## src/hw/rtl/temperature_pid_fan_duty_defines.svh

```systemverilog
// Assertion macros shared by the fan duty PID controller RTL.
`ifndef TEMPERATURE_PID_FAN_DUTY_DEFINES_SVH
`define TEMPERATURE_PID_FAN_DUTY_DEFINES_SVH

// Same-cycle check: whenever cond holds, conseq must hold too.
`define TPFD_ASSERT_HOLDS(label, cond, conseq, msg) \
  label: assert property (@(posedge clk) disable iff (!rst_n) (cond) |-> (conseq)) \
    else $error(msg);

// Next-cycle check: whenever cond holds, conseq must hold in the next cycle.
`define TPFD_ASSERT_NEXT(label, cond, conseq, msg) \
  label: assert property (@(posedge clk) disable iff (!rst_n) (cond) |=> (conseq)) \
    else $error(msg);

`endif

```

## src/hw/rtl/tpfd_pkg.sv

```systemverilog
// Package with widths, register codes and shared types of the fan duty PID controller.
package tpfd_pkg;

  // Sample and fixed-point formats.
  localparam int ADC_BITS    = 12;
  localparam int SUM_BITS    = 40;
  localparam int TEMP_BITS   = 19;
  localparam int TEMP_SCALE  = 512000;
  localparam int SP_BITS     = 9;
  localparam int SP_FRAC     = 10;
  localparam int ERR_BITS    = 21;
  localparam int DIFF_BITS   = ERR_BITS + 1;
  localparam int GAIN_BITS   = 24;
  localparam int OFS_BITS    = 12;
  localparam int DUTY_BITS   = 16;
  localparam int CMD_BITS    = 24;
  localparam int FRAC_BITS   = 26;
  localparam int CTRL_BITS   = 64;
  localparam int Q_BITS      = CTRL_BITS - FRAC_BITS;
  localparam int LIMIT_SHIFT = 60;

  // Integral product split into two narrower multiplies.
  localparam int SUM_LO_BITS = SUM_BITS / 2;
  localparam int SUM_HI_BITS = SUM_BITS - SUM_LO_BITS;
  localparam int PE_BITS     = GAIN_BITS + 1 + ERR_BITS;
  localparam int PD_BITS     = GAIN_BITS + 1 + DIFF_BITS;
  localparam int PL_BITS     = GAIN_BITS + SUM_LO_BITS;
  localparam int PH_BITS     = GAIN_BITS + 1 + SUM_HI_BITS;
  localparam int PI_BITS     = GAIN_BITS + 1 + SUM_BITS;
  localparam int PI_CMP_BITS = (PI_BITS > LIMIT_SHIFT + 2) ? PI_BITS : LIMIT_SHIFT + 2;

  localparam logic signed [PI_CMP_BITS-1:0] PI_POS_LIMIT = PI_CMP_BITS'(64'd1 << LIMIT_SHIFT);
  localparam logic signed [PI_CMP_BITS-1:0] PI_NEG_LIMIT = -PI_POS_LIMIT;
  localparam logic signed [CMD_BITS-1:0] CMD_MAX = {1'b0, {(CMD_BITS-1){1'b1}}};
  localparam logic signed [CMD_BITS-1:0] CMD_MIN = {1'b1, {(CMD_BITS-1){1'b0}}};

  // Pipeline registers ahead of the output register.
  localparam int PIPE_STAGES = 6;

  // Configuration port.
  localparam int CFG_IDX_BITS  = 3;
  localparam int CFG_DATA_BITS = 24;

  typedef enum logic [CFG_IDX_BITS-1:0] {
    CFG_SETPOINT_DEG = 3'd0,
    CFG_KP_GAIN      = 3'd1,
    CFG_KI_GAIN      = 3'd2,
    CFG_KD_GAIN      = 3'd3,
    CFG_DUTY_OFFSET  = 3'd4,
    CFG_DUTY_UPPER   = 3'd5
  } cfg_reg_t;

  localparam logic [SP_BITS-1:0]   SETPOINT_RST = 9'd25;
  localparam logic [GAIN_BITS-1:0] KP_RST       = 24'd32768;
  localparam logic [GAIN_BITS-1:0] KI_RST       = 24'd655;
  localparam logic [GAIN_BITS-1:0] KD_RST       = 24'd32768;
  localparam logic [OFS_BITS-1:0]  OFFSET_RST   = 12'd400;
  localparam logic [DUTY_BITS-1:0] UPPER_RST    = 16'd4000;

  // Error terms of one sample, handed from the error stage to the multipliers.
  typedef struct packed {
    logic signed [ERR_BITS-1:0]  err;
    logic signed [DIFF_BITS-1:0] diff;
    logic signed [SUM_BITS-1:0]  sum;
  } err_t;

  // One finished result.
  typedef struct packed {
    logic signed [CMD_BITS-1:0] drive_command;
    logic [DUTY_BITS-1:0]       duty_value;
    logic                       duty_written;
  } res_t;

endpackage

```

## src/hw/rtl/tpfd_error.sv

```systemverilog
// Error, difference and saturating integral of one sample, with the PID history.
`include "temperature_pid_fan_duty_defines.svh"

module tpfd_error import tpfd_pkg::*; (
  input  logic                clk,
  input  logic                rst_n,
  input  logic                step,
  input  logic [ADC_BITS-1:0] sample,
  input  logic [SP_BITS-1:0]  setpoint_deg,
  output err_t                terms
);

  logic signed [ERR_BITS-1:0] last_error_r;
  logic signed [SUM_BITS-1:0] error_sum_r;

  logic [ADC_BITS+TEMP_BITS-1:0] temp_prod;
  logic [TEMP_BITS-1:0]          temp_q10;
  logic [TEMP_BITS-1:0]          sp_q10;
  logic signed [TEMP_BITS:0]     err_raw;
  logic signed [SUM_BITS:0]      sum_wide;
  logic signed [SUM_BITS-1:0]    error_sum_nxt;

  always_comb begin
    temp_prod = (ADC_BITS+TEMP_BITS)'(sample) * (ADC_BITS+TEMP_BITS)'(TEMP_SCALE);
    temp_q10  = temp_prod[ADC_BITS+TEMP_BITS-1:ADC_BITS];
    sp_q10    = {setpoint_deg, {SP_FRAC{1'b0}}};
    // Both operands stay below 2^19, so the error never reaches the 21-bit limits.
    err_raw   = $signed({1'b0, sp_q10}) - $signed({1'b0, temp_q10});

    sum_wide = (SUM_BITS+1)'(error_sum_r) + (SUM_BITS+1)'(last_error_r);
    if (sum_wide[SUM_BITS] != sum_wide[SUM_BITS-1]) begin
      error_sum_nxt = sum_wide[SUM_BITS] ? {1'b1, {(SUM_BITS-1){1'b0}}}
                                         : {1'b0, {(SUM_BITS-1){1'b1}}};
    end else begin
      error_sum_nxt = sum_wide[SUM_BITS-1:0];
    end

    terms.err  = ERR_BITS'(err_raw);
    terms.diff = DIFF_BITS'(terms.err) - DIFF_BITS'(last_error_r);
    terms.sum  = error_sum_nxt;
  end

  always_ff @(posedge clk) begin
    if (!rst_n) begin
      last_error_r <= '0;
      error_sum_r  <= '0;
    end else if (step) begin
      last_error_r <= terms.err;
      error_sum_r  <= error_sum_nxt;
    end
  end

  `TPFD_ASSERT_NEXT(a_sum_never_drops, step && !last_error_r[ERR_BITS-1],
                    error_sum_r >= $past(error_sum_r),
                    "integral fell after adding a non-negative error")

endmodule

```

## config.mk

```make
export PLATFORM = sky130hd
export DESIGN_NAME = tpfd_error
export DESIGN_NICKNAME = d
export VERILOG_FILES = /design/src/hw/rtl/tpfd_pkg.sv /design/src/hw/rtl/tpfd_error.sv
export VERILOG_INCLUDE_DIRS = /design/src /design/src/hw/rtl
export SDC_FILE = /design/constraint.sdc
export NUM_CORES = 1
export LEC_CHECK = 0
export ABC_AREA = 1
export ABC_CLOCK_PERIOD_IN_PS = 14550
export BUFFER_PORTS_ARGS = -buffer_cell sky130_fd_sc_hd__clkbuf_2
export CAP_MARGIN = 20
export CELL_PAD_IN_SITES_DETAIL_PLACEMENT = 1
export CELL_PAD_IN_SITES_GLOBAL_PLACEMENT = 1
export CORE_UTILIZATION = 35
export DETAILED_ROUTE_END_ITERATION = 8
export GPL_TIMING_DRIVEN = 0
export PLACE_DENSITY_LB_ADDON = 0.1
export SYNTH_ARGS = -nofsm -noshare
export SYNTH_HDL_FRONTEND = slang
export SYNTH_SLANG_ARGS = --single-unit
```

## constraint.sdc

```tcl
create_clock -name clk -period 14.55 [get_ports clk]
set_input_delay 1.455 -clock clk [delete_from_list [all_inputs] [get_ports clk]]
set_output_delay 1.455 -clock clk [all_outputs]
set_load 0.02 [all_outputs]
```

# Word level (Yosys, flattened, before mapping)

Index checks and enable logic that the tools add are counted.

$add $sub $neg: 3
Multipliers: 1
Equal/unequal tests: 1
Muxes and demuxes: 2

Operators by type and width:

| kind                    | count |
|---|---|
| $mux W40                | 2 |
| $add A40 B20 Y41        | 1 |
| $sub A20 B20 Y21        | 1 |
| $sub A19 B19 Y20        | 1 |
| $mul A12 B7 Y19 const B | 1 |
| $ne A1 B1 Y1            | 1 |

Flip-flop bits (word level): 60
Bits of input ports: 24
Output and inout port bits: 83
Logic and storage cells: 9

# Longest topological paths before layout

Word-level depth: 3
Mapped depth: 30
Mapped depth without buffers: 29

# Worst setup path after synthesis

OpenSTA, ideal clock, no wires.

Path type: input to output
From: input sample[8]
To: output terms[61] in the netlist's numbering
Arrival: 6.742 ns
Required time: 13.095 ns
Path slack: 6.353 ns
Stages on the path: 21
Buffers on the path: 1
Cell sequence: inv_1 > fa_1 > fa_1 > inv_1 > fa_1 > fa_1 > inv_1 > ha_1 > a21oi_1 > o21ai_0 > a21oi_1 > nand2_1 > a21oi_1 > xor2_1 > ha_1 > nand2_1 > nor3_1 > nand4_1 > o211ai_1 > xor2_1 > buf_4

RTL lines:

| item               | RTL line         | RTL |
|---|---|---|
| start: declaration | tpfd_error.sv:8  | `input logic [ADC_BITS-1:0] sample,` |
| end: declaration   | tpfd_error.sv:10 | `output err_t terms` |

==> results_tabular.tex <==
\begin{tabular}{lr}
\hline
Metric & Value \\
\hline
\multicolumn{2}{l}{\textbf{Die}} \\
\quad Die Area & roughly 0.028 sq mm \\
\quad Core box area & 0.02628 sq mm \\
\quad Ports placed on the boundary & 107 \\
\quad Die height & about 170 um \\
\quad Chip width & 166.5 um \\
\quad Number of placement rows & 59 \\
\quad Starting Density & 0.3602 \\
\multicolumn{2}{l}{\textbf{Clock tree}} \\
\quad Number of buffers between clock root and the deepest sink & 2 \\
\quad Clock tree from TritonCTS & done \\
\quad Number of buffers inserted to repair setup after CTS & 0 \\
\quad Clock edge transition at the registers on the reported setup and hold paths & about 60 ps \\
\quad CTS Root Cell & sky130\_fd\_sc\_hd\_\_clkbuf\_16 \\
\quad \# H-tree levels & 3 \\
\quad Resized cells post-CTS & 0 \\
\quad CTS sink cnt & 60 \\
\quad CTS Buf Count & 9 \\
\quad Clock latency on the worst-skew pair & 350 ps \\
\quad Number of hold buffers added after CTS & 0 \\
\multicolumn{2}{l}{\textbf{STA}} \\
\quad Worst hold slack & about 540 ps \\
\quad Normalized max-slew margin & 0.3652 \\
\quad Final Max Tran Viols & 0 \\
\quad Maximum frequency from static timing analysis & 0.1121 GHz \\
\quad Fin crit share & 0.6133 \\
\quad Setup Total Neg Slack & 0 ps \\
\quad Number of endpoints with negative hold slack in the final report & 0 \\
\quad Final-report setup violation count & 0 \\
\quad Shortest period the worst path allows & between 8000 and 9000 ps \\
\quad Slew of the pin with the lowest slew margin & 950.9 ps \\
\quad Unrepaired setup endpoints after global routing & no \\
\quad Setup clock skew after layout & 9.167 ps \\
\multicolumn{2}{l}{\textbf{Synthesis}} \\
\quad Synthesized net count & approximately 1700 \\
\quad Cell area after synthesis & 0.009465 sq mm \\
\quad Count of warnings emitted by yosys & 0 \\
\quad Number of register bits inferred by synthesis & 60 \\
\quad Async set or reset register ratio after synthesis & 0 \\
\quad Number of synthesized flops with an enable pin & 0 \\
\quad Most used flip-flop cell after synthesis & sky130\_fd\_sc\_hd\_\_dfxtp\_1 \\
\quad Part of the Yosys area used for sequential elements & 0.1269 \\
\quad Gate count of the mapped netlist & 1459 \\
\quad Yosys cell types & 40 \\
\quad Post-synthesis area per instance & $\sim$6.5 sq um \\
\multicolumn{2}{l}{\textbf{Worst setup path}} \\
\quad Worst Setup EP & terms[61] \\
\quad Capturing point of the worst reg2reg path & error\_sum\_r[32] \\
\quad WP data arrival & 7470 ps \\
\quad FF-to-FF Start & last\_error\_r[19] \\
\quad Critical path, cell by cell & clkbuf\_2 > inv\_1 > fa\_1 > fa\_1 > inv\_1 > fa\_1 > fa\_1 > inv\_1 > ha\_1 > a21oi\_1 > o21ai\_0 > a21oi\_1 > nand2\_1 > a21oi\_1 > xor2\_1 > ha\_1 > nand2\_1 > nor3\_1 > nand4\_1 > o211ai\_1 > xor2\_1 > buf\_4 > clkbuf\_2 \\
\quad Dominant cell type by count on the critical path & sky130\_fd\_sc\_hd\_\_fa\_1 \\
\quad Cell with the biggest individual delay on the critical path & sky130\_fd\_sc\_hd\_\_fa\_1 \\
\quad Crit path from & sample[7] \\
\quad Worst reg2reg path depth & 14 \\
\quad Critical-path maximum fanout & 6 \\
\quad Worst-case register-to-register setup slack & between 10000 and 15000 ps \\
\quad Startpoint type of the worst setup path & primary input \\
\quad Type of destination of the critical path & output port \\
\quad Max incr delay on CP & roughly 540 ps \\
\quad Data required time at the worst endpoint & between 10000 and 15000 ps \\
\quad Crit Path Category & in -> out \\
\multicolumn{2}{l}{\textbf{Layout}} \\
\quad Antenna diode count & 0 \\
\quad Post-layout nets & 1768 \\
\quad Most common library cell in the layout ignoring fill and taps & sky130\_fd\_sc\_hd\_\_nand2\_1 \\
\quad Fraction of layout cells with a size suffix above 1 & 0.1246 \\
\quad Highest-count cells in the layout ignoring fill and taps & 366 x sky130\_fd\_sc\_hd\_\_nand2\_1, 316 x sky130\_fd\_sc\_hd\_\_inv\_1, 139 x sky130\_fd\_sc\_hd\_\_nor2\_1 \\
\quad Layout Area Growth over Synthesis & 13.32\% \\
\multicolumn{2}{l}{\textbf{Global routing}} \\
\quad Via count of the first global-routing pass & 9746 \\
\quad Maximum number of pins on one net before global-route repair & 23 \\
\quad Global route overflow & 0 \\
\quad Initial antenna violation count & 0 \\
\quad First-pass GRT wire length & 50950 um \\
\quad Total routing resource utilization after global routing & 0.2358 \\
\multicolumn{2}{l}{\textbf{Status}} \\
\quad Run status & complete, no violations \\
\multicolumn{2}{l}{\textbf{Place}} \\
\quad DP HPWL & 28370 um \\
\quad IO Port Bufs & 106 \\
\quad Global placer's final weighted congestion & about 0.9 \\
\multicolumn{2}{l}{\textbf{Hold path}} \\
\quad Min-Delay Path Class & reg -> reg \\
\multicolumn{2}{l}{\textbf{Drt}} \\
\quad Post-DR vias/cell & approximately 4.9 \\
\quad DRC viols & 0 \\
\quad First-pass DRT Iterations & 4 \\
\quad Average detailed-routed wire length per instance & 16.70 um \\
\quad Aggregate routed wire length & 31990 um \\
\quad Remaining antenna violation count & 0 \\
\quad Via count of the routed design & 9300 \\
\quad Initial DRC count & 307 \\
\multicolumn{2}{l}{\textbf{Flow run}} \\
\quad Max-cap violations & 0 \\
\hline
\end{tabular}
-- how the worst min path moves through the flow --
stage                     slack (ps)              end             from  cells after the start
after floorplan                  460  last_error_r[2]  last_error_r[2]                      2
after global placement           520  last_error_r[2]  last_error_r[2]                      2
after detailed placement         520  last_error_r[2]  last_error_r[2]                      2
after CTS                        530  last_error_r[2]  last_error_r[2]                      2
after global routing             570  last_error_r[2]  last_error_r[2]                      2
final                            540  last_error_r[2]  last_error_r[2]                      2
-- state kept, by name, indices dropped and copies added (netlist names) --
register and cells:
last_error_r 20, error_sum_r 40
-- metal layers --
| metal | vias up | global-route usage | share of wire |
|---|---|---|---|
| li1 | 4713 | - | - |
| met1 | 4445 | 0.2870 | 0.45 |
| met2 | 111 | 0.4359 | 0.51 |
| met3 | 31 | 0.03042 | 0.029 |
| met4 | 0 | 0.05717 | 0.016 |
| met5 | - | 0 | 0 |
-- critical path: cells and delay by family --
family	cells	cell delay, ps
simple gates	4	820
compound gates	5	1060
fa+ha+maj	6	2740
xor+xnor	2	620
buf+inv	6	760
-- area by class of cell --
class | instances | area, sq um
fillers | 3527 | 15550
multi-input cells | 1050 | 6880
flip-flops and latches | 60 | 1201
inverters | 318 | 1194
repair buffers | 106 | 530.5
well taps | 335 | 419.2
clock buffers | 11 | 252.7
plain buffers | 31 | 190.2
clock inverters | 5 | 58.81
-- synth_stat cells, types with 4 or more instances --
master	instances	area share
sky130_fd_sc_hd__nand2_1	366	0.15
sky130_fd_sc_hd__inv_1	316	0.13
sky130_fd_sc_hd__nor2_1	139	0.055
sky130_fd_sc_hd__ha_1	118	0.16
sky130_fd_sc_hd__a21oi_1	111	0.059
sky130_fd_sc_hd__dfxtp_1	60	0.13
sky130_fd_sc_hd__o21ai_0	54	0.029
sky130_fd_sc_hd__fa_1	50	0.11
sky130_fd_sc_hd__xor2_1	43	0.040
sky130_fd_sc_hd__nand3_2	32	0.034
sky130_fd_sc_hd__nand3_1	30	0.016
sky130_fd_sc_hd__xnor2_1	17	0.016
sky130_fd_sc_hd__clkbuf_1	14	0.0056
sky130_fd_sc_hd__o21bai_1	14	0.011
sky130_fd_sc_hd__nand2_4	13	0.015
sky130_fd_sc_hd__nand4_1	10	0.0066
sky130_fd_sc_hd__a21o_1	9	0.0071
sky130_fd_sc_hd__buf_2	7	0.0037
sky130_fd_sc_hd__nor3_1	7	0.0037
sky130_fd_sc_hd__a31oi_1	5	0.0033
sky130_fd_sc_hd__buf_4	5	0.0040
sky130_fd_sc_hd__nor2_2	5	0.0033
sky130_fd_sc_hd__o21a_1	5	0.0040
sky130_fd_sc_hd__buf_6	4	0.0048
-- through the flow --
step,instance area [sq um],util,cells,setup slack [ps]
2_1_floorplan,9465,-,1459,6353
3_3_place_gp,10420,0.3963,1900,5633
3_5_place_dp,10420,0.3963,1900,5527
4_1_cts,10730,0.4082,1916,5522
5_1_grt,10730,0.4082,1916,5140
6_report,10730,0.4082,1916,5627
-- logic make-up after synthesis --
family,share of synthesized area
and+or+nand+nor,0.2872
adders and majority gates,0.2617
DFF,0.1269
buffers and inverters,0.1462
xor gates and xnor gates,0.05552
AOI/OAI and AO/OA,0.1224
Power is left out: the tool's default activity adds up to more than one toggle a clock period on the data nets, which glitch-free logic cannot reach.
