===== config.mk =====
export PLATFORM = sky130hd
export DESIGN_NAME = tpfd_duty
export DESIGN_NICKNAME = d
export VERILOG_FILES = /design/src/hw/rtl/tpfd_pkg.sv /design/src/hw/rtl/tpfd_duty.sv
export VERILOG_INCLUDE_DIRS = /design/src /design/src/hw/rtl
export SDC_FILE = /design/constraint.sdc
export NUM_CORES = 1
export LEC_CHECK = 0
export BUFFER_PORTS_ARGS = -buffer_cell sky130_fd_sc_hd__buf_2
export CAP_MARGIN = 10
export CORE_MARGIN = 5
export CORE_UTILIZATION = 39
export DETAILED_ROUTE_END_ITERATION = 7
export MAX_ROUTING_LAYER = met4
export PLACE_DENSITY = 0.68
export SYNTH_ARGS = -nofsm -noshare
export SYNTH_HDL_FRONTEND = slang
export SYNTH_SLANG_ARGS = --single-unit

===== constraint.sdc =====
create_clock -name clk -period 2.7 [get_ports clk]
set_input_delay 0.135 -clock clk [delete_from_list [all_inputs] [get_ports clk]]
set_output_delay 0.135 -clock clk [all_outputs]
set_load 0.02 [all_outputs]

===== src/hw/rtl/temperature_pid_fan_duty_defines.svh =====
// Assertion macros shared by the fan duty PID controller RTL.
`ifndef TEMPERATURE_PID_FAN_DUTY_DEFINES_SVH
`define TEMPERATURE_PID_FAN_DUTY_DEFINES_SVH

// Same-cycle check: whenever cond holds, conseq must hold too.
`define TPFD_ASSERT_HOLDS(label, cond, conseq, msg) \
  label: assert property (@(posedge clk) disable iff (!rst_n) (cond) |-> (conseq)) \
    else $error(msg);

// Next-cycle check: whenever cond holds, conseq must hold in the next cycle.
`define TPFD_ASSERT_NEXT(label, cond, conseq, msg) \
  label: assert property (@(posedge clk) disable iff (!rst_n) (cond) |=> (conseq)) \
    else $error(msg);

`endif


===== src/hw/rtl/tpfd_pkg.sv =====
// Package with widths, register codes and shared types of the fan duty PID controller.
package tpfd_pkg;

  // Sample and fixed-point formats.
  localparam int ADC_BITS    = 12;
  localparam int SUM_BITS    = 40;
  localparam int TEMP_BITS   = 19;
  localparam int TEMP_SCALE  = 512000;
  localparam int SP_BITS     = 9;
  localparam int SP_FRAC     = 10;
  localparam int ERR_BITS    = 21;
  localparam int DIFF_BITS   = ERR_BITS + 1;
  localparam int GAIN_BITS   = 24;
  localparam int OFS_BITS    = 12;
  localparam int DUTY_BITS   = 16;
  localparam int CMD_BITS    = 24;
  localparam int FRAC_BITS   = 26;
  localparam int CTRL_BITS   = 64;
  localparam int Q_BITS      = CTRL_BITS - FRAC_BITS;
  localparam int LIMIT_SHIFT = 60;

  // Integral product split into two narrower multiplies.
  localparam int SUM_LO_BITS = SUM_BITS / 2;
  localparam int SUM_HI_BITS = SUM_BITS - SUM_LO_BITS;
  localparam int PE_BITS     = GAIN_BITS + 1 + ERR_BITS;
  localparam int PD_BITS     = GAIN_BITS + 1 + DIFF_BITS;
  localparam int PL_BITS     = GAIN_BITS + SUM_LO_BITS;
  localparam int PH_BITS     = GAIN_BITS + 1 + SUM_HI_BITS;
  localparam int PI_BITS     = GAIN_BITS + 1 + SUM_BITS;
  localparam int PI_CMP_BITS = (PI_BITS > LIMIT_SHIFT + 2) ? PI_BITS : LIMIT_SHIFT + 2;

  localparam logic signed [PI_CMP_BITS-1:0] PI_POS_LIMIT = PI_CMP_BITS'(64'd1 << LIMIT_SHIFT);
  localparam logic signed [PI_CMP_BITS-1:0] PI_NEG_LIMIT = -PI_POS_LIMIT;
  localparam logic signed [CMD_BITS-1:0] CMD_MAX = {1'b0, {(CMD_BITS-1){1'b1}}};
  localparam logic signed [CMD_BITS-1:0] CMD_MIN = {1'b1, {(CMD_BITS-1){1'b0}}};

  // Pipeline registers ahead of the output register.
  localparam int PIPE_STAGES = 6;

  // Configuration port.
  localparam int CFG_IDX_BITS  = 3;
  localparam int CFG_DATA_BITS = 24;

  typedef enum logic [CFG_IDX_BITS-1:0] {
    CFG_SETPOINT_DEG = 3'd0,
    CFG_KP_GAIN      = 3'd1,
    CFG_KI_GAIN      = 3'd2,
    CFG_KD_GAIN      = 3'd3,
    CFG_DUTY_OFFSET  = 3'd4,
    CFG_DUTY_UPPER   = 3'd5
  } cfg_reg_t;

  localparam logic [SP_BITS-1:0]   SETPOINT_RST = 9'd25;
  localparam logic [GAIN_BITS-1:0] KP_RST       = 24'd32768;
  localparam logic [GAIN_BITS-1:0] KI_RST       = 24'd655;
  localparam logic [GAIN_BITS-1:0] KD_RST       = 24'd32768;
  localparam logic [OFS_BITS-1:0]  OFFSET_RST   = 12'd400;
  localparam logic [DUTY_BITS-1:0] UPPER_RST    = 16'd4000;

  // Error terms of one sample, handed from the error stage to the multipliers.
  typedef struct packed {
    logic signed [ERR_BITS-1:0]  err;
    logic signed [DIFF_BITS-1:0] diff;
    logic signed [SUM_BITS-1:0]  sum;
  } err_t;

  // One finished result.
  typedef struct packed {
    logic signed [CMD_BITS-1:0] drive_command;
    logic [DUTY_BITS-1:0]       duty_value;
    logic                       duty_written;
  } res_t;

endpackage


===== src/hw/rtl/tpfd_duty.sv =====
// Duty update or hold decision, duty register and result register.
`include "temperature_pid_fan_duty_defines.svh"

module tpfd_duty import tpfd_pkg::*; (
  input  logic                       clk,
  input  logic                       rst_n,
  input  logic                       load,
  input  logic signed [CMD_BITS-1:0] cmd,
  input  logic [OFS_BITS-1:0]        duty_offset,
  input  logic [DUTY_BITS-1:0]       duty_upper,
  output res_t                       res
);

  logic signed [CMD_BITS-1:0] cmd_r;
  logic [DUTY_BITS-1:0]       held_duty_r;
  logic                       written_r;

  logic signed [CMD_BITS-1:0] ofs_s;
  logic signed [CMD_BITS-1:0] upper_s;
  logic [DUTY_BITS-1:0]       held_duty_nxt;
  logic                       written_nxt;

  always_comb begin
    ofs_s   = $signed({{(CMD_BITS-OFS_BITS){1'b0}}, duty_offset});
    upper_s = $signed({{(CMD_BITS-DUTY_BITS){1'b0}}, duty_upper});
    held_duty_nxt = held_duty_r;
    written_nxt   = 1'b0;
    if (cmd > ofs_s && cmd < upper_s) begin
      held_duty_nxt = cmd[DUTY_BITS-1:0];
      written_nxt   = 1'b1;
    end else if (cmd < ofs_s) begin
      held_duty_nxt = '0;
      written_nxt   = 1'b1;
    end
  end

  always_ff @(posedge clk) begin
    if (!rst_n) begin
      held_duty_r <= '0;
      written_r   <= 1'b0;
    end else if (load) begin
      held_duty_r <= held_duty_nxt;
      written_r   <= written_nxt;
    end
  end

  always_ff @(posedge clk) begin
    if (load) begin
      cmd_r <= cmd;
    end
  end

  assign res.drive_command = cmd_r;
  assign res.duty_value    = held_duty_r;
  assign res.duty_written  = written_r;

  `TPFD_ASSERT_HOLDS(a_duty_from_command, written_r && (held_duty_r != '0), (held_duty_r == cmd_r[DUTY_BITS-1:0]) && !cmd_r[CMD_BITS-1], "rewritten duty does not match the drive command")

endmodule


---- Word level (Yosys, flattened, before mapping) ----
Cells that the tools add are included.
word-level totals
  register bits after elaboration ......... 41
  latch bits .............................. 0
  bits in writable memories ............... 0
  ROM bits ................................ 0
  output and inout bits ................... 41
  logic and storage cells ................. 13
  memories ................................ 0
operators by class
  add/subtract/negate cells ............... 0
  multiply operators ...................... 0
  div/mod/pow operators ................... 0
  $lt $le $gt $ge ......................... 3
  eq/ne operators ......................... 0
  shift operators ......................... 0
  mux-type cells .......................... 4
  bitwise gates (word level) .............. 0
  reductions and logical operators ........ 3
operator list
  cell                 number
  $mux W16             2
  $gt A24 B13 Y1       1
  $lt A24 B13 Y1       1
  $lt A24 B17 Y1       1
  $mux W1              2
  $reduce_and A2 Y1    1
  $reduce_bool A2 Y1   1
  $logic_and A1 B1 Y1  1

---- Longest topological paths before layout ----
Gate-level depths: netlist of the first run.
  depth in word-level cells ............... 4
  mapped depth ............................ 10
  depth with buffers taken out ............ 8

---- Least setup slack after synthesis of the first run ----
OpenSTA, ideal clock, no wires.
  path type ............................... input port to flip-flop
  start point ............................. input port duty_offset[1]
  end point ............................... register held_duty_r[0]
  library setup time ...................... 74 ps
  arrival time ............................ 1879 ps
  slack ................................... 748 ps
  cell stages on the path ................. 10
  buffers on the path ..................... 2
  cells stage by stage .................... inv_1 ha_1 nor2b_1 o211ai_1 a2111oi_2 a211o_1 or3b_1 buf_2 buf_6 o22ai_2
on the way
  longest elaborated chain between the ends .. 4
  elaborated cells between the ends (all ways) .. 6
  classes of those cells .................. order compare (2); mux (1); reduce/logical (3)
RTL lines
  element                       RTL line         source
  start: declaration            tpfd_duty.sv:9   input logic [OFS_BITS-1:0] duty_offset,
  $gt A24 B13 Y1                tpfd_duty.sv:28  if (cmd > ofs_s && cmd < upper_s) begin
  $logic_and A1 B1 Y1           tpfd_duty.sv:28
  $reduce_bool A2 Y1 (no line)  n/a
  $reduce_and A2 Y1 (no line)   n/a
  end signal: assignment        tpfd_duty.sv:42  held_duty_r <= held_duty_nxt;
  end: declaration              tpfd_duty.sv:15  logic [DUTY_BITS-1:0] held_duty_r;
Parallel ways exist; a longest one is shown, timed or not.
A chain may end at the register's enable or synchronous reset.

---- Final worst setup path of the first run ----
  start point ............................. input port cmd[9]
  end point ............................... register held_duty_r[9]
on the way
  longest elaborated chain between the ends .. 4
  elaborated cells between the ends (all ways) .. 7
  classes of those cells .................. order compare (3); mux (1); reduce/logical (3)
RTL lines
  element                                           RTL line         source
  start: declaration                                tpfd_duty.sv:8   input logic signed [CMD_BITS-1:0] cmd,
  $gt A24 B13 Y1 or $lt A24 B17 Y1 (tied branches)  tpfd_duty.sv:28
  $logic_and A1 B1 Y1                               tpfd_duty.sv:28
  $reduce_bool A2 Y1 (no line)                      n/a
  $reduce_and A2 Y1 (no line)                       n/a
Parallel ways exist; a longest one is shown, timed or not.

==> impl_metrics.tcl, run 1 <==
set metrics [dict create \
    status "finished, final reports clean" \
    gp_congestion 0.802 \
    synth.net_count 282 \
    cap_viol_max_count 0 \
    ff2ff_path_depth 2 \
    cts_sinks 41 \
    synth_cell_types 33 \
    first_iter_violations 88 \
    postCtsHoldBufs 0 \
    syn_area_um2 2150 \
    hold_path_depth 1 \
    fmax_mhz 469 \
    htree_levels 2 \
    cpMaxStageDelayCell "or3b_1" \
    ctsResizeCount 0 \
    cp.required_ps 2840 \
    grt_pass1_wl_um 8620 \
    hp-class "primary input to register" \
    finalCriticalPeriod_ps 2130 \
    cts_buffer_depth 2 \
    power_density_nw_per_um2 478 \
    grt_usage 0.155 \
    slowest_delay_ps 660 \
    first_pass_iters 4 \
    vias 1781 \
    cts_tree "done" \
    setup_slack_ps 570 \
    yosys_warnings 0 \
    grt_pass1_vias 1849 \
    synth.yosys.seq_area_share 0.494 \
    power_leakage_nw 1.33 \
    utilization 0.508 \
    grt_overflow 0 \
    end_kind "register" \
    fillers 521 \
    area_growth_pct 28.7 \
    irDropWorstVdd_v 0.000226 \
    root_buffer "clkbuf_8" \
    drt.antenna.violating_nets 0 \
    hold_ws_ps 50.0 \
    antenna_found_initial 0 \
    hold_viol 0 \
    diodes 0 \
    wl_per_cell_um 14.4 \
    synth_area_per_cell_um2 10.7 \
    slew_headroom 0.516 \
    cts_setup_buffers 0 \
    layout-drive-gt1-share 0.391 \
    fin_crit_sh 0.789 \
    finalSetupViolCount 0 \
    die_area_um2 7090 \
    tightest_slew_ps 725 \
    fin_skew_ps 0 \
    min_to "cmd_r[22]" \
    cp_cell_sequence "buf_2 > ha_1 > a211o_1 > a21oi_1 > a41oi_1 > a211o_1 > or3b_1 > o22ai_1" \
    numCtsBuffers 5 \
    yosys_register_bits 41 \
    final_max_slew_viol_count 0 \
    final_area_um2 2760 \
    timing.rr.start "written_r" \
    initial_utilization 0.395 \
    fp.coreArea_um2 5440 \
    rsz0062_at_grt "false" \
    synthCells 200 \
    grt_max_degree 34 \
    avgViaCountPerCell 4.83 \
    cp_common_cell "a211o_1" \
    r2r_slack_ps 2050 \
    routed_wl_um 5300 \
    min_from "cmd[22]" \
    r2r_end "written_r" \
    dp_hpwl_um 4270 \
    die_x_um 84.2 \
    worst-setup-path-type "primary input to register" \
    fin_setup_tns_ps 0 \
    cts.clk_slew.worst_paths_ps 70 \
    io_buffers 95 \
    num_rows 27 \
    startpoint_type "primary input" \
    die_y_um 84.2 \
    clkLatencyLatePin_ps 280 \
    dpl_cell_area_um2 2680 \
    post-place-ws_ps 268 \
    pin_count 96 \
    path_max_fanout 16 \
    nets 378 \
    drc 0 \
    cp.arrival_ps 2270 \
]
==> cells in the final DEF, fill, tap and decap left out, types with 2 or more instances in the layout <==
| cell type | Yosys | layout |
|---|---|---|
| clkbuf_1 | 4 | 3 |
| o22ai_1 | 6 | 6 |
| nand2_1 | 35 | 35 |
| a21oi_1 | 8 | 8 |
| nor3_1 | 2 | 2 |
| o21ai_0 | 4 | 4 |
| buf_4 | 1 | 2 |
| o21a_1 | 2 | 2 |
| inv_1 | 28 | 28 |
| dfxtp_1 | 17 | 17 |
| nor4_2 | 2 | 2 |
| edfxtp_1 | 24 | 24 |
| buf_2 | 2 | 95 |
| clkbuf_8 | 0 | 5 |
| a211o_1 | 2 | 2 |
| nor2b_1 | 2 | 2 |
| nand4_1 | 8 | 8 |
| a31oi_1 | 2 | 2 |
| ha_1 | 27 | 27 |
| o22ai_2 | 10 | 10 |
==> logic make-up after synthesis <==
family | share of synthesized area
compound gates | 0.158
fa+ha+maj | 0.157
buf+inv | 0.0694
flops | 0.494
simple gates | 0.121
==> report_power, final <==
part / internal [mW] / switching (mW) / total, mW
clock network: 0.184 / 0.192 / 0.376
registers: 0.694 / 0.00686 / 0.701
logic: 0.0947 / 0.149 / 0.243
total: 0.972 / 0.348 / 1.32
==> per-stage QoR <==
stage | total power, mW | cells
after CTS | 1.33 | 369
after global routing | 1.39 | 369
after global placement | 0.953 | 361
after detailed placement | 0.961 | 361
final | 1.32 | 369
after floorplan | 0.849 | 200
==> how the worst max path moves through the flow <==
stage                        start              to  slack (ps)
floorplan           duty_offset[1]  held_duty_r[0]         750
global placement            cmd[9]  held_duty_r[8]         310
detailed placement          cmd[9]  held_duty_r[9]         270
CTS                         cmd[9]  held_duty_r[9]         570
global route                cmd[9]  held_duty_r[7]         400
finish                      cmd[9]  held_duty_r[9]         570
==> worst max-delay path: cells and delay by family <==
family	cells	cell delay, ps
buffers and inverters	1	130
AOI/OAI and AO/OA	5	1040
adders and majority gates	1	300
and+or+nand+nor	1	660
==> layer usage <==
metal,track usage,part of all wire,vias to the layer above
li1,-,-,908
met1,0.189,0.44,806
met2,0.255,0.48,61
met3,0.0363,0.074,6
met4,0.0482,0.011,0
met5,-,0,-
==> synthesized netlist by cell type (all sizes together) <==
cell,count,share of area
or3,1,0.0029
o21a,2,0.0070
a211oi,1,0.0035
a21boi,1,0.0035
o22ai,16,0.076
nor4,3,0.015
o21ai,4,0.0093
nor2b,2,0.0058
a41oi,1,0.0041
ha,27,0.16
clkbuf,4,0.0070
nor3,2,0.0047
a211o,2,0.0082
o21bai,1,0.0035
buf,4,0.013
o211ai,1,0.0035
a21oi,9,0.023
nand2,35,0.061
o221ai,1,0.0041
inv,28,0.049
edfxtp,24,0.34
nor2,1,0.0017
nand4,8,0.023
dfxtp,17,0.16
or3b,1,0.0041
a2111oi,1,0.0070
a31oi,2,0.0058
nand3,1,0.0023
==> sequential cells by signal (all words and copies together), names as in the netlist <==
name and flops:
cmd_r 24, held_duty_r 16, written_r 1
==> area by class of cell <==
class	count	area, um^2	area share
tap	72	90.1	0.0326
timing repair buffer	97	490	0.178
inverter	28	105	0.0380
sequential	41	1060	0.384
clock buffer	8	80.1	0.0290
multi-input combinational	123	936	0.339
Power figures use the tool's default switching activity.
==> inputs of run 2 (changes only) <==
Clock period 2.7 ns to 2.1 ns, I/O delays scaled along.
==> impl_metrics.tcl, run 2 (synthesis gave the netlist of run 1 again) <==
set metrics [dict create \
    status "finished, final reports clean" \
    cts_buffer_depth 2 \
    cp_cell_sequence "buf_2 > ha_1 > nor2b_1 > o211ai_1 > a2111oi_2 > a211o_1 > or3b_1 > buf_4 > o22ai_1" \
    end_kind "register" \
    irDropWorstVdd_v 0.000219 \
    fillers 512 \
    dp_hpwl_um 4120 \
    initial_utilization 0.395 \
    largest-register "cmd_r" \
    fmax_mhz 553 \
    worst-setup-path-type "primary input to register" \
    vias 1764 \
    antenna_found_initial 0 \
    slew_headroom 0.644 \
    die_area_um2 7090 \
    grt_pass1_wl_um 8180 \
    fin_skew_ps 0 \
    cap_viol_max_count 0 \
    layout-drive-gt1-share 0.401 \
    dpl_cell_area_um2 2710 \
    largest_reg_flops 24 \
    power_density_nw_per_um2 633 \
    ctsResizeCount 0 \
    finalSetupViolCount 0 \
    path_max_fanout 16 \
    num_rows 27 \
    cts_sinks 41 \
    nets 380 \
    power_frac_seq 0.506 \
    final_cell_mix "buf_2, nand2_1, inv_1" \
    first_iter_violations 89 \
    hold_viol 0 \
    postCtsHoldBufs 0 \
    drc 0 \
    gp_congestion 0.800 \
    final_area_um2 2810 \
    fp.coreArea_um2 5440 \
    swShare 0.258 \
    reg.largest.list "cmd_r x24, held_duty_r x16, written_r x1" \
    tightest_slew_ps 534 \
    critPathLaunch "cmd[1]" \
    cp.required_ps 2310 \
    timing.rr.start "held_duty_r[6]" \
    cp.arrival_ps 2010 \
    wl_per_cell_um 13.9 \
    drt.antenna.violating_nets 0 \
    power_switching_mw 0.458 \
    cpMaxStageDelayCell "or3b_1" \
    finalCriticalPeriod_ps 1810 \
    root_buffer "clkbuf_8" \
    routed_wl_um 5160 \
    area_growth_pct 31.1 \
    slowest_delay_ps 350 \
    power_leakage_nw 1.35 \
    final_max_slew_viol_count 0 \
    hp-class "primary input to register" \
    die_y_um 84.2 \
    cts.clk_slew.worst_paths_ps 70 \
    clock_power_share 0.318 \
    p_int_mw 1.32 \
    grt_max_degree 34 \
    clkLatencyLatePin_ps 290 \
    final_common_cell "buf_2" \
    avgViaCountPerCell 4.75 \
    fin_crit_sh 0.861 \
    io_buffers 95 \
    startpoint_type "primary input" \
    cts_tree "done" \
    first_pass_iters 5 \
    grt_usage 0.150 \
    pin_count 96 \
    grt_overflow 0 \
    die_x_um 84.2 \
    hold_ws_ps 16.9 \
    htree_levels 2 \
    cts_setup_buffers 0 \
    rsz0062_at_grt "false" \
    grt_pass1_vias 1708 \
    min_from "cmd[21]" \
    diodes 0 \
    comb_power_share 0.177 \
    numCtsBuffers 5 \
]
==> run 2: changes by cell type in the layout (fill, tap and decap cells not counted), sizes merged <==
| cell | previous run | this run |
|---|---|---|
| buf | 97 | 99 |
| clkinv | 0 | 1 |
| clkbuf | 8 | 7 |
==> run 2: cell type report <==
class,count,area (um^2),share of cell area
well taps,72,90.1,0.0320
flip-flops and latches,41,1060,0.377
multi-input cells,123,936,0.333
repair buffers,99,518,0.184
clock buffers,7,97.6,0.0347
clock inverters,1,5.00,0.00178
inverters,28,105,0.0374
==> run 2: power by group through the flow <==
stage	registers [mW]	logic, mW	clock network [mW]
finish	0.900	0.314	0.565
global route	0.905	0.353	0.619
CTS	0.901	0.318	0.582
detailed placement	0.919	0.317	0
global placement	0.917	0.313	0
floorplan	0.971	0.120	0
==> run 2: path summary, 6_finish.rpt <==
path | slack [ps] | endpoint | depth (start not counted)
max | 290 | held_duty_r[6] | 9
min | 20 | cmd_r[21] | 1
max reg2reg | 1460 | held_duty_r[6] | 2
min reg2reg | 470 | held_duty_r[5] | 2
==> run 2: per-stage QoR <==
stage / util / setup TNS, ps / std cells / setup WS [ps] / power, mW
finish: 0.517 / 0 / 371 / 293 / 1.78
global route: 0.517 / 0 / 371 / 176 / 1.88
CTS: 0.517 / 0 / 371 / 275 / 1.80
detailed placement: 0.498 / -27.9 / 363 / -27.9 / 1.24
global placement: 0.498 / 0 / 363 / 28.7 / 1.23
floorplan: - / 0 / 200 / 178 / 1.09
==> run 2: routing by layer <==
metal / track usage / up-vias / part of all wire / wire (um)
met4: 0.0395 / 0 / 0.010 / 53
met2: 0.221 / 67 / 0.46 / 2380
met1: 0.199 / 781 / 0.45 / 2340
li1: - / 912 / - / -
met3: 0.0481 / 4 / 0.076 / 392
met5: - / - / 0 / 0
==> run 2: critical path: cells and delay by family <==
kind / cells / cell delay [ps]
AO/OA/AOI/OAI: 4 / 810
AND/OR/NAND/NOR: 2 / 470
buffers and inverters: 2 / 340
adder cells (fa/ha/maj): 1 / 290
==> inputs of run 3 (changes only) <==
Settings changed: CORE_ASPECT_RATIO from default to 2.
==> impl_metrics.tcl, run 3 (synthesis gave the netlist of run 1 again) <==
set metrics [dict create \
    wl_per_cell_um 15.1 \
    pin_count 96 \
    grt_pass1_vias 1856 \
    first_iter_violations 26 \
    cp.arrival_ps 2020 \
    postCtsHoldBufs 0 \
    power_leakage_nw 1.36 \
    rsz0062_at_grt "false" \
    r2r_slack_ps 1450 \
    grt_overflow 0 \
    root_buffer "clkbuf_8" \
    r2r_end "written_r" \
    status "finished, final reports clean" \
    largest-register "cmd_r" \
    cts_setup_buffers 0 \
    cp_common_cell "nand4_1" \
    power_density_nw_per_um2 608 \
    path_buf_inv 2 \
    initial_utilization 0.399 \
    cts_buffer_depth 2 \
    p_int_mw 1.25 \
    fmax_mhz 552 \
    io_buffers 95 \
    swShare 0.267 \
    power_switching_mw 0.454 \
    diodes 0 \
    grt_pass1_wl_um 8690 \
    grt_usage 0.158 \
    routed_wl_um 5440 \
    cp_cell_sequence "buf_2 > ha_1 > nand4_1 > nor3_1 > a211oi_1 > nand4_1 > or3b_1 > buf_12 > o22ai_1" \
    cp.required_ps 2310 \
    comb_power_share 0.186 \
    vias 1813 \
    fp.coreArea_um2 5370 \
    hold_viol 0 \
    setup_slack_ps 289 \
    gp_congestion 0.894 \
    numCtsBuffers 5 \
    num_rows 38 \
    irDropWorstVdd_v 0.000413 \
    path_max_fanout 16 \
    fin_setup_tns_ps 0 \
    clkLatencyLatePin_ps 290 \
    cap_viol_max_count 0 \
    path_depth 9 \
    finalCriticalPeriod_ps 1810 \
    critical_path.endpoint "held_duty_r[8]" \
    drt.antenna.violating_nets 0 \
    tightest_slew_ps 529 \
    htree_levels 2 \
    ff2ff_path_depth 2 \
    hold_ws_ps 15.2 \
    layoutNonFillerInstCount 360 \
    post-place-ws_ps 6.39 \
    largest_reg_flops 24 \
    finalSetupViolCount 0 \
    place_inst 352 \
    reg.largest.list "cmd_r x24, held_duty_r x16, written_r x1" \
    dp_hpwl_um 4530 \
    power_frac_seq 0.529 \
    slowest_delay_ps 420 \
    final_cell_mix "buf_2, nand2_1, inv_1" \
    nets 381 \
    ctsResizeCount 0 \
    slew_headroom 0.647 \
    die_y_um 115 \
    worst-setup-path-type "primary input to register" \
    hold_path_depth 1 \
    end_kind "register" \
    die_area_um2 7180 \
    antenna_found_initial 0 \
    critical-path-top-delay-family "simple AND/OR/NAND/NOR gates" \
    final_max_slew_viol_count 0 \
    area_growth_pct 30.4 \
    timing.rr.start "written_r" \
    clock_power_share 0.285 \
    drc 0 \
    cpMaxStageDelayCell "or3b_1" \
    critPathLaunch "cmd[10]" \
    grt_max_degree 34 \
    fin_crit_sh 0.862 \
    hp-class "primary input to register" \
    cts_sinks 41 \
    final_common_cell "buf_2" \
    layout-drive-gt1-share 0.403 \
    first_pass_iters 4 \
    cts.clk_slew.worst_paths_ps 70 \
    die_x_um 62.5 \
    avgViaCountPerCell 5.04 \
    fin_skew_ps 0 \
    cts_tree "done" \
    startpoint_type "primary input" \
]
==> run 3: cell count changes in the layout (fill, tap and decap cells not counted) <==
cell       before  now
clkbuf_16       1    0
buf_12          1    2
clkinv_2        1    2
==> run 3: layout make-up <==
class / count / area, um^2
clock buffers: 6 / 72.6
flip-flops and latches: 41 / 1060
fillers: 523 / 2570
inverters: 28 / 105
repair buffers: 100 / 538
multi-input cells: 123 / 936
well taps: 60 / 75.1
clock inverters: 2 / 10.0
==> run 3: how the worst min path moves through the flow <==
| stage | endpoint | slack [ps] | start |
|---|---|---|---|
| floorplan | cmd_r[0] | 200 | cmd[0] |
| global placement | cmd_r[17] | 310 | cmd[17] |
| detailed placement | cmd_r[20] | 310 | cmd[20] |
| CTS | cmd_r[20] | 4 | cmd[20] |
| global route | cmd_r[20] | 2 | cmd[20] |
| finish | cmd_r[20] | 20 | cmd[20] |
==> run 3: per-stage QoR <==
stage | util | cell area [um^2] | total power, mW
after global placement | 0.505 | 2720 | 1.23
after floorplan | - | 2150 | 1.09
after global routing | 0.521 | 2800 | 1.79
final | 0.521 | 2800 | 1.70
after CTS | 0.521 | 2800 | 1.72
after detailed placement | 0.505 | 2720 | 1.24
==> run 3: routing by layer <==
layer	up-vias	routed length, um	part of all wire	GRT usage
met2	59	2980	0.55	0.285
met5	-	0	0	-
li1	913	-	-	-
met4	0	193	0.036	0.0822
met1	825	1970	0.36	0.153
met3	16	290	0.053	0.0420
==> run 3: power by group through the flow <==
stage | Combinational (mW) | Sequential, mW | Clock [mW]
5_1_grt | 0.352 | 0.904 | 0.538
6_report | 0.317 | 0.900 | 0.485
3_5_place_dp | 0.321 | 0.919 | 0
2_1_floorplan | 0.120 | 0.971 | 0
3_3_place_gp | 0.315 | 0.917 | 0
4_1_cts | 0.321 | 0.900 | 0.503
